===== config.mk =====
export PLATFORM = sky130hd
export DESIGN_NAME = keypad_edge_and_auto_repeat_flat
export DESIGN_NICKNAME = d
export VERILOG_FILES = /design/src/rtl/kear_pkg.sv /design/src/rtl/kear_in_if.sv /design/src/rtl/kear_out_if.sv /design/src/rtl/kear_in_stage.sv /design/src/rtl/kear_step.sv /design/src/rtl/kear_out_stage.sv /design/src/rtl/keypad_edge_and_auto_repeat.sv /design/src/flat_wrapper.sv
export SDC_FILE = /design/constraint.sdc
export NUM_CORES = 1
export LEC_CHECK = 0
export BUFFER_PORTS_ARGS = -buffer_cell sky130_fd_sc_hd__buf_2
export CAP_MARGIN = 20
export CORE_MARGIN = 4
export CORE_UTILIZATION = 55
export DETAILED_ROUTE_END_ITERATION = 7
export PLACE_DENSITY = 0.87
export SYNTH_ARGS = -nofsm -noshare
export SYNTH_HDL_FRONTEND = slang
export SYNTH_SLANG_ARGS = --single-unit

===== constraint.sdc =====
create_clock -name clk_i -period 4.1 [get_ports clk_i]
set_input_delay 0.82 -clock clk_i [delete_from_list [all_inputs] [get_ports clk_i]]
set_output_delay 0.82 -clock clk_i [all_outputs]
set_load 0.1 [all_outputs]

===== src/rtl/kear_pkg.sv =====
`timescale 1ns / 1ps
// ----------------------------------------------------------------------------
// kear_pkg
// Shared types and constants for the keypad edge and auto-repeat block.
// ----------------------------------------------------------------------------
package kear_pkg;

  localparam int unsigned KEY_W   = 10;
  localparam int unsigned TIMER_W = 8;
  localparam int unsigned IDLE_W  = 16;
  localparam int unsigned CFG_W   = 8;
  localparam int unsigned CFG_IDX_W = 1;

  typedef logic [KEY_W-1:0]   key_t;
  typedef logic [TIMER_W-1:0] timer_t;
  typedef logic [IDLE_W-1:0]  idle_t;
  typedef logic [CFG_W-1:0]   cfg_data_t;
  typedef logic [CFG_IDX_W-1:0] cfg_idx_t;

  // Key bits: A 0, B 1, Select 2, Start 3, d-pad 4..7, R 8, L 9
  localparam key_t ABLR_MASK       = 10'h303;
  localparam key_t ACTIVE_KEY_MASK = 10'h3F3;
  localparam idle_t IDLE_MAX       = 16'hFFFF;

  localparam timer_t DELAY_RESET    = 8'd12;
  localparam timer_t INTERVAL_RESET = 8'd4;

  localparam cfg_idx_t REG_FIRST_WAIT  = 1'b0;
  localparam cfg_idx_t REG_AUTO_PERIOD = 1'b1;

  typedef struct packed {
    timer_t first_wait;
    timer_t auto_period;
  } cfg_t;

  typedef struct packed {
    key_t  held_keys;
    key_t  new_presses;
    key_t  repeat_presses;
    key_t  release_combo;
    key_t  alternate_presses;
    idle_t idle_frames;
  } res_t;

endpackage


===== src/rtl/kear_in_if.sv =====
`timescale 1ns / 1ps
// ----------------------------------------------------------------------------
// kear_in_if
// Key sample request channel: valid/ready handshake plus the frame's keys.
// ----------------------------------------------------------------------------
interface kear_in_if;
  logic                valid;
  logic                ready;
  kear_pkg::key_t      key_sample;

  modport source (output valid, output key_sample, input ready);
  modport sink   (input valid, input key_sample, output ready);
endinterface


===== src/rtl/kear_out_if.sv =====
`timescale 1ns / 1ps
// ----------------------------------------------------------------------------
// kear_out_if
// Result request channel: valid/ready handshake plus the per-frame results.
// ----------------------------------------------------------------------------
interface kear_out_if;
  logic                valid;
  logic                ready;
  kear_pkg::key_t      held_keys;
  kear_pkg::key_t      new_presses;
  kear_pkg::key_t      repeat_presses;
  kear_pkg::key_t      release_combo;
  kear_pkg::key_t      alternate_presses;
  kear_pkg::idle_t     idle_frames;

  modport source (output valid, output held_keys, output new_presses,
                  output repeat_presses, output release_combo,
                  output alternate_presses, output idle_frames, input ready);
  modport sink   (input valid, input held_keys, input new_presses,
                  input repeat_presses, input release_combo,
                  input alternate_presses, input idle_frames, output ready);
endinterface


===== src/rtl/kear_in_stage.sv =====
`timescale 1ns / 1ps
// ----------------------------------------------------------------------------
// kear_in_stage
// Input register: holds one key sample until the step logic consumes it.
// ----------------------------------------------------------------------------
module kear_in_stage (
  input  logic           clk_i,
  input  logic           rst_ni,
  input  logic           valid_i,
  output logic           ready_o,
  input  kear_pkg::key_t key_i,
  output logic           valid_o,
  input  logic           take_i,
  output kear_pkg::key_t key_o
);
  import kear_pkg::*;

  logic vld_q, vld_d;
  key_t key_q;

  assign ready_o = !vld_q || take_i;
  assign vld_d   = (valid_i && ready_o) || (vld_q && !take_i);

  always_ff @(posedge clk_i or negedge rst_ni) begin
    if (!rst_ni) begin
      vld_q <= 1'b0;
    end else begin
      vld_q <= vld_d;
    end
  end

  always_ff @(posedge clk_i) begin
    if (valid_i && ready_o) begin
      key_q <= key_i;
    end
  end

  assign valid_o = vld_q;
  assign key_o   = key_q;

endmodule


===== src/rtl/kear_step.sv =====
`timescale 1ns / 1ps
// ----------------------------------------------------------------------------
// kear_step
// Frame state and update logic: edge detect, auto-repeat timer, release
// combo, alternate mask and idle counter. State advances on commit.
// ----------------------------------------------------------------------------
module kear_step (
  input  logic           clk_i,
  input  logic           rst_ni,
  input  logic           commit_i,
  input  kear_pkg::key_t held_i,
  input  kear_pkg::cfg_t cfg_i,
  output kear_pkg::res_t res_o
);
  import kear_pkg::*;

  key_t   prior_q, prior_d;
  key_t   combo_q, combo_d;
  timer_t timer_q, timer_d;
  key_t   alt_q, alt_d;
  idle_t  idle_q, idle_d;

  key_t   fresh;
  key_t   rep;
  key_t   release_val;
  timer_t timer_dec;

  always_comb begin
    fresh   = held_i & ~prior_q;
    combo_d = (fresh != '0) ? held_i : combo_q;

    release_val = '0;
    if (held_i == '0 && combo_d != '0 && combo_d == (prior_q & ABLR_MASK)) begin
      release_val = prior_q;
    end

    // steady non-empty hold counts down; anything else rearms the delay
    rep       = fresh;
    timer_dec = timer_q - 1'b1;
    if (held_i != '0 && held_i == prior_q) begin
      if (timer_dec == '0) begin
        rep     = held_i;
        timer_d = cfg_i.auto_period;
      end else begin
        timer_d = timer_dec;
      end
    end else begin
      timer_d = cfg_i.first_wait;
    end

    alt_d = (held_i ^ alt_q) & held_i;

    if ((held_i & ACTIVE_KEY_MASK) != '0) begin
      idle_d = '0;
    end else if (idle_q != IDLE_MAX) begin
      idle_d = idle_q + 1'b1;
    end else begin
      idle_d = idle_q;
    end

    prior_d = held_i;
  end

  always_ff @(posedge clk_i or negedge rst_ni) begin
    if (!rst_ni) begin
      prior_q <= '0;
      combo_q <= '0;
      timer_q <= '0;
      alt_q   <= '0;
      idle_q  <= '0;
    end else if (commit_i) begin
      prior_q <= prior_d;
      combo_q <= combo_d;
      timer_q <= timer_d;
      alt_q   <= alt_d;
      idle_q  <= idle_d;
    end
  end

  always_comb begin
    res_o.held_keys         = held_i;
    res_o.new_presses       = fresh;
    res_o.repeat_presses    = rep;
    res_o.release_combo     = release_val;
    res_o.alternate_presses = alt_d;
    res_o.idle_frames       = idle_d;
  end

endmodule


===== src/rtl/kear_out_stage.sv =====
`timescale 1ns / 1ps
// ----------------------------------------------------------------------------
// kear_out_stage
// Result register: holds one result until the downstream sink takes it.
// ----------------------------------------------------------------------------
module kear_out_stage (
  input  logic           clk_i,
  input  logic           rst_ni,
  input  logic           load_i,
  output logic           free_o,
  input  kear_pkg::res_t res_i,
  output logic           valid_o,
  input  logic           ready_i,
  output kear_pkg::res_t res_o
);
  import kear_pkg::*;

  logic vld_q, vld_d;
  res_t res_q;

  assign free_o = !vld_q || ready_i;
  assign vld_d  = load_i || (vld_q && !ready_i);

  always_ff @(posedge clk_i or negedge rst_ni) begin
    if (!rst_ni) begin
      vld_q <= 1'b0;
    end else begin
      vld_q <= vld_d;
    end
  end

  always_ff @(posedge clk_i) begin
    if (load_i) begin
      res_q <= res_i;
    end
  end

  assign valid_o = vld_q;
  assign res_o   = res_q;

endmodule


===== src/rtl/keypad_edge_and_auto_repeat.sv =====
`timescale 1ns / 1ps
// ----------------------------------------------------------------------------
// keypad_edge_and_auto_repeat
// Per-frame keypad processing with edge detect and auto-repeat.
// ----------------------------------------------------------------------------
// One key sample request per frame gives one result request. A sample sits
// in an input register and the frame update is combinational logic into
// the result register; the block takes a new sample every cycle while the
// sink keeps taking results. The frame state (previous keys, release combo,
// repeat timer, alternate mask, idle count) updates when a sample moves
// into the result register. The first-repeat wait (index 0, reset 12) and
// the auto-repeat period (index 1, reset 4) are written through the config
// port; the user must write them only while the block is idle, which the
// block itself does not enforce. A zero value means 256 frames.
// ----------------------------------------------------------------------------
module keypad_edge_and_auto_repeat (
  input  logic                  clk_i,
  input  logic                  rst_ni,
  input  logic                  cfg_we_i,
  input  kear_pkg::cfg_idx_t    cfg_idx_i,
  input  kear_pkg::cfg_data_t   cfg_data_i,
  kear_in_if.sink               in_if,
  kear_out_if.source            out_if
);
  import kear_pkg::*;

  cfg_t cfg_q;
  logic in_vld;
  key_t in_key;
  logic out_free;
  logic advance;
  res_t step_res;
  res_t out_res;

  always_ff @(posedge clk_i or negedge rst_ni) begin
    if (!rst_ni) begin
      cfg_q.first_wait  <= DELAY_RESET;
      cfg_q.auto_period <= INTERVAL_RESET;
    end else if (cfg_we_i) begin
      case (cfg_idx_i)
        REG_FIRST_WAIT:  cfg_q.first_wait  <= cfg_data_i;
        REG_AUTO_PERIOD: cfg_q.auto_period <= cfg_data_i;
        default: ;
      endcase
    end
  end

  assign advance = in_vld && out_free;

  kear_in_stage u_in (
    .clk_i   (clk_i),
    .rst_ni  (rst_ni),
    .valid_i (in_if.valid),
    .ready_o (in_if.ready),
    .key_i   (in_if.key_sample),
    .valid_o (in_vld),
    .take_i  (advance),
    .key_o   (in_key)
  );

  kear_step u_step (
    .clk_i    (clk_i),
    .rst_ni   (rst_ni),
    .commit_i (advance),
    .held_i   (in_key),
    .cfg_i    (cfg_q),
    .res_o    (step_res)
  );

  kear_out_stage u_out (
    .clk_i   (clk_i),
    .rst_ni  (rst_ni),
    .load_i  (advance),
    .free_o  (out_free),
    .res_i   (step_res),
    .valid_o (out_if.valid),
    .ready_i (out_if.ready),
    .res_o   (out_res)
  );

  assign out_if.held_keys         = out_res.held_keys;
  assign out_if.new_presses       = out_res.new_presses;
  assign out_if.repeat_presses    = out_res.repeat_presses;
  assign out_if.release_combo     = out_res.release_combo;
  assign out_if.alternate_presses = out_res.alternate_presses;
  assign out_if.idle_frames       = out_res.idle_frames;

endmodule


===== src/flat_wrapper.sv =====
// flat-port wrapper written by rule: the top's interface ports become plain ports
module keypad_edge_and_auto_repeat_flat import kear_pkg::*;
  (clk_i, rst_ni, cfg_we_i, cfg_idx_i, cfg_data_i, in_if_valid, in_if_key_sample, in_if_ready, out_if_valid, out_if_held_keys, out_if_new_presses, out_if_repeat_presses, out_if_release_combo, out_if_alternate_presses, out_if_idle_frames, out_if_ready);
  kear_in_if in_if_i ();
  kear_out_if out_if_i ();
  input  logic clk_i;
  input  logic rst_ni;
  input  logic cfg_we_i;
  input  kear_pkg::cfg_idx_t cfg_idx_i;
  input  kear_pkg::cfg_data_t cfg_data_i;
  input wire logic [$bits(in_if_i.valid)-1:0] in_if_valid;
  input wire logic [$bits(in_if_i.key_sample)-1:0] in_if_key_sample;
  output wire logic [$bits(in_if_i.ready)-1:0] in_if_ready;
  output wire logic [$bits(out_if_i.valid)-1:0] out_if_valid;
  output wire logic [$bits(out_if_i.held_keys)-1:0] out_if_held_keys;
  output wire logic [$bits(out_if_i.new_presses)-1:0] out_if_new_presses;
  output wire logic [$bits(out_if_i.repeat_presses)-1:0] out_if_repeat_presses;
  output wire logic [$bits(out_if_i.release_combo)-1:0] out_if_release_combo;
  output wire logic [$bits(out_if_i.alternate_presses)-1:0] out_if_alternate_presses;
  output wire logic [$bits(out_if_i.idle_frames)-1:0] out_if_idle_frames;
  input wire logic [$bits(out_if_i.ready)-1:0] out_if_ready;
  assign in_if_i.valid = in_if_valid;
  assign in_if_i.key_sample = in_if_key_sample;
  assign in_if_ready = in_if_i.ready;
  assign out_if_valid = out_if_i.valid;
  assign out_if_held_keys = out_if_i.held_keys;
  assign out_if_new_presses = out_if_i.new_presses;
  assign out_if_repeat_presses = out_if_i.repeat_presses;
  assign out_if_release_combo = out_if_i.release_combo;
  assign out_if_alternate_presses = out_if_i.alternate_presses;
  assign out_if_idle_frames = out_if_i.idle_frames;
  assign out_if_i.ready = out_if_ready;
  keypad_edge_and_auto_repeat u_core (.clk_i(clk_i), .rst_ni(rst_ni), .cfg_we_i(cfg_we_i), .cfg_idx_i(cfg_idx_i), .cfg_data_i(cfg_data_i), .in_if(in_if_i), .out_if(out_if_i));
endmodule

# Yosys cells after proc, flatten, opt, wreduce, memory -nomap -nowiden
# Cells that the tools add are included.
[classes] addsub=2 eq_ne=3 mux=7 bitwise_logic=5 n_reduce_logical=23
[op_table] operator="$reduce_bool 10->1" count=4
[op_table] operator="$mux 16" count=2
[op_table] operator="$mux 10" count=3
[op_table] operator="$and 10x10->10" count=2
[op_table] operator="$eq 10x10->1" count=2
[op_table] operator="$add 16x1->16 const B" count=1
[op_table] operator="$mux 8" count=2
[op_table] operator="$ne 16x16->1 const B" count=1
[op_table] operator="$logic_not 10->1" count=1
[op_table] operator="$not 10->10" count=1
[op_table] operator="$xor 10x10->10" count=1
[op_table] operator="$logic_not 8->1" count=1
[op_table] operator="$sub 8x1->8 const B" count=1
[op_table] operator="$logic_and 1x1->1" count=7
[op_table] operator="$logic_not 1->1" count=4
[op_table] operator="$logic_or 1x1->1" count=4
[op_table] operator="$reduce_and 2->1" count=2
[op_table] operator="$not 1->1" count=1
[totals] register_bits=148 elab_cells=56

# Longest topological paths before layout
[logic_depth] depth_word=7 depth_mapped=9

# Hierarchy
# A second synthesis with hierarchy kept.
[hier_totals] cells_unflattened=497 area_unflattened_um2=6558.8
[by_module_without_submodules] module="kear_step" instances=1 cells_each=378 area_per_inst_um2=3550.9 seq_area_each_um2=1351.3
[by_module_without_submodules] module="kear_out_stage" instances=1 cells_each=69 area_per_inst_um2=2029.4 seq_area_each_um2=2006.9
[by_module_without_submodules] module="keypad_edge_and_auto_repeat" instances=1 cells_each=36 area_per_inst_um2=624.3 seq_area_each_um2=404.1
[by_module_without_submodules] module="kear_in_stage" instances=1 cells_each=14 area_per_inst_um2=354.1 seq_area_each_um2=325.3

# Worst setup path before layout
# OpenSTA, ideal clock, no wires.
[synth_path] path_kind="register to register" start="reg u_core.u_out.vld_q, in the netlist u_core.u_out.valid_o" end="reg u_core.u_out.res_q, in the netlist u_core.u_out.res_o[0] (enable)" setup_ps=454 arrival_ps=3593 t_required_ps=3646 path_slack_ps=53 path_stages_with_launch=6 n_path_buf=2 path_cell_list="dfrtp_1 -> nand2b_1 -> nand2_1 -> inv_2 -> buf_1 -> clkbuf_1"
[synth_between] elab_chain_cells=3
[synth_rtl] element="start, declared" line="kear_out_stage.sv:18" text="logic vld_q, vld_d;"
[synth_rtl] element="start signal, assigned" line="kear_out_stage.sv:28" text="vld_q <= vld_d;"
[synth_rtl] element="$logic_not 1->1" line="kear_out_stage.sv:21" text="assign free_o = !vld_q || ready_i;"
[synth_rtl] element="$logic_or 1x1->1" line="kear_out_stage.sv:21"
[synth_rtl] element="$logic_and 1x1->1" line="keypad_edge_and_auto_repeat.sv:48" text="assign advance = in_vld && out_free;"
[synth_rtl] element="via u_core.advance" line="keypad_edge_and_auto_repeat.sv:31" text="logic advance;"
[synth_rtl] element="end signal, assigned" line="kear_out_stage.sv:34" text="res_q <= res_i;"
[synth_rtl] element="end, declared" line="kear_out_stage.sv:19" text="res_t res_q;"
# The timed path passes the listed nets, and every way through them passes these cells.
# A chain may end at the register's enable or synchronous reset.

==> results.yml <==
synth:
  ys_seq_elements: 148
  postSynthCellCount: 515
  yosysTopAreaCell: "edfxtp_1"
  yosysSeqAreaShare_pct: 61.8
  async_flop_share_pct: 48.6
  synth_cell_types: 61
  synth_top_area_share_pct: 34.5
  synth_warnings: 0
  synth.avg_cell_area_um2: 12.8
  synth_ff_type: "edfxtp_1"
  syn_area_um2: 6620
  synth_edf_count: 76
  ys_top_cells_by_area: "edfxtp_1, dfrtp_1, mux2_2, ha_1, nand2_1"
  synth_nets: 552
routing:
  drt_first_pass_iters: 6
  vias: 4618
  drc: 0
  dr.first_iter.drc_count: 358
  routed_wl_um: 14500
  vias_per_cell: 6.05
  ant_nets: 0
  wl_per_cell_um: 18.9
global_routing:
  antenna_found_initial: 0
  grt_use_total_pct: 21.6
  grt-ovfl-total: 0
  grt_pass1_vias: 4690
  grt_max_degree: 75
  grt_pass1_wl_um: 23900
floorplanning:
  coreArea_um2: 11600
  fp.dieH_um: 118
  die_w_um: 118
  initial_utilization_pct: 57.0
  die_area_um2: 13800
  rows: 39
  ios: 92
final_layout:
  fin_area_um2: 7820
  utilization_pct: 67.3
  fin_cells: 763
  final_nets: 644
  diodes: 0
  fill_cells: 827
  drive_gt1_share_pct: 28.9
  area_growth_pct: 18.1
placement:
  placed_area_um2: 7210
  io_buffers: 91
  hpwl_um: 9960
  placedCellCount: 731
  gp_congestion: 0.897
  place_ws_ps: 1150
clock_network:
  holdBufCountCts: 0
  htree_levels: 4
  worst_skew_pair.late_latency_ps: 420
  cts_sinks: 148
  clk_pin_slew_ps: 60
  cts_buffer_depth: 2
  cts_tree: "yes"
  cts_resized: 0
  postCtsSetupBuffers: 0
  root_buffer: "clkbuf_16"
  cts_made_buffers: 17
sta:
  max_slew.worst_pin.slew_ps: 872
  rsz0062_at_grt: "false"
  fmaxAchievable_ghz: 0.328
  setup_tns_ps: 0
  fin_crit_sh_pct: 74.5
  setup_ws_ps: 1050
  finalClockSkew_ps: 9.05
  slew_violations: 0
  fin_crit_ps: 3050
  maxSlewHeadroom_pct: 41.9
  hold_viol: 0
  finalSetupViolCount: 0
  whs_ps: 511
worst_setup_path:
  crit_path_max_fanout: 10
  critPathBufInv: 0
  ff2ff_path_depth: 6
  crit_type: "flip-flop to flip-flop"
  required_ps: 4390
  path_delay_family: "simple AND/OR/NAND/NOR gates"
  endpoint: "u_core.u_out.res_o[26]"
  critical_path.endpoint_type: "flip-flop"
  max_stage_delay_ps: 670
  rrSetupSlack_ps: 1050
  crit_cells: 6
  crit_chain: "ha_1 -> nor4_1 -> nand3_1 -> a211o_1 -> a2111oi_4 -> and2_1"
  cp.arrival_ps: 3340
  critPathSlowestCell: "a2111oi_4"
  cp-startpoint: "u_core.u_in.key_o[8]"
  rr_startpoint: "u_core.u_in.key_o[8]"
  cp-start-kind: "flip-flop"
  worstReg2RegEnd: "u_core.u_out.res_o[26]"
power:
  intPower_mw: 2.91
  report.power.total_mw: 4.31
  switching_share_pct: 32.5
  switching_power_mw: 1.40
  power.share.clock_pct: 36.3
  p_leak_nw: 3.19
  power_density_nw_per_um2: 551
  irDropWorstVdd_mv: 0.337
  pwr-share-comb_pct: 20.1
  seqPwrFrac_pct: 43.7
job:
  cap_violations: 0
min_path:
  hold_path.class: "primary input to async pin"
run_status:
  status: "finished clean"
metal layers:
layer  global-route usage (%)  vias to the layer above  wire length (µm)
met1                     28.0                     2275              5910
met2                     35.4                      208              7150
met5                        0                        -                 0
met4                     8.94                        0               347
li1                         -                     2103                 -
met3                     4.95                       32              1050
layout make-up:
class	instances	area, µm²	share of cell area [%]
inverters	17	66.3	0.849
multi-input cells	328	2360	30.3
clock buffers	21	493	6.31
flip-flops and latches	148	4090	52.3
repair buffers	95	510	6.53
clock inverters	11	114	1.46
well taps	143	179	2.29
kinds of logic after synthesis:
group | share of synthesized area, %
simple gates | 14.0
xor+xnor | 1.72
mux | 8.47
compound gates | 9.14
flops | 61.8
fa+ha+maj | 2.46
buf+inv | 2.46
how the worst min path moves through the flow:
stage | endpoint | slack (ps) | cells past startpoint
finish | u_core.u_step.alt_q[2] | 510 | 1
global route | u_core.u_step.combo_q[5] | 530 | 1
CTS | u_core.u_step.alt_q[8] | 510 | 1
detailed placement | u_core.u_step.alt_q[8] | 500 | 1
global placement | u_core.u_step.timer_q[4] | 490 | 1
floorplan | u_core.u_step.timer_q[5] | 470 | 1
power groups by stage:
stage | registers (mW) | logic, mW | clock network, mW
global placement | 1.89 | 0.839 | 0
global route | 1.90 | 0.914 | 1.65
detailed placement | 1.90 | 0.860 | 0
finish | 1.88 | 0.864 | 1.56
CTS | 1.88 | 0.868 | 1.58
floorplan | 2.28 | 0.296 | 0
flip-flops by register name (all words and copies together), names as in the netlist:
register / count
u_core.cfg_q: 16
u_core.u_in.key_o: 10
u_core.u_in.valid_o: 1
u_core.u_out.res_o: 66
u_core.u_out.valid_o: 1
u_core.u_step.alt_q: 10
u_core.u_step.combo_q: 10
u_core.u_step.idle_q: 16
u_core.u_step.prior_q: 10
u_core.u_step.timer_q: 8
cell usage after synthesis (13+ instances only):
library cell and instances:
mux2_2 36, nand2_1 41, o21ai_0 16, clkbuf_1 17
dfrtp_1 69, nor2b_1 14, nor2_1 26, and2_1 16
nand4_1 13, ha_1 13, edfxtp_1 76, inv_1 16
placed cells by master (no fill, tap or decap), types with 4 or more instances in the layout:
cell type   synthesis  final
edfxtp_1           76     76
a31oi_1             6      6
clkbuf_16           0     19
nand2_1            41     41
and3_1              7      7
o211ai_1            6      6
xor2_1              4      4
buf_2               1     91
nor2_1             26     26
ha_1               13     13
dfrtp_1            69     69
nand4_1            13     13
o21a_1              4      4
clkinvlp_4          0      5
and4_1              6      6
xnor2_1             9      9
nor4_1              8      8
mux2_1              4      4
inv_1              16     16
nand3_1             9      9
o31ai_1             6      6
mux2_2             36     36
a21oi_1            11     11
o21ai_0            16     16
nor3_1             10     10
mux2_4              6      6
or3_1               6      6
and2_1             16     16
o21ai_1             6      6
nor2b_1            14     14
Note: power is estimated with default switching activity, not from simulation.
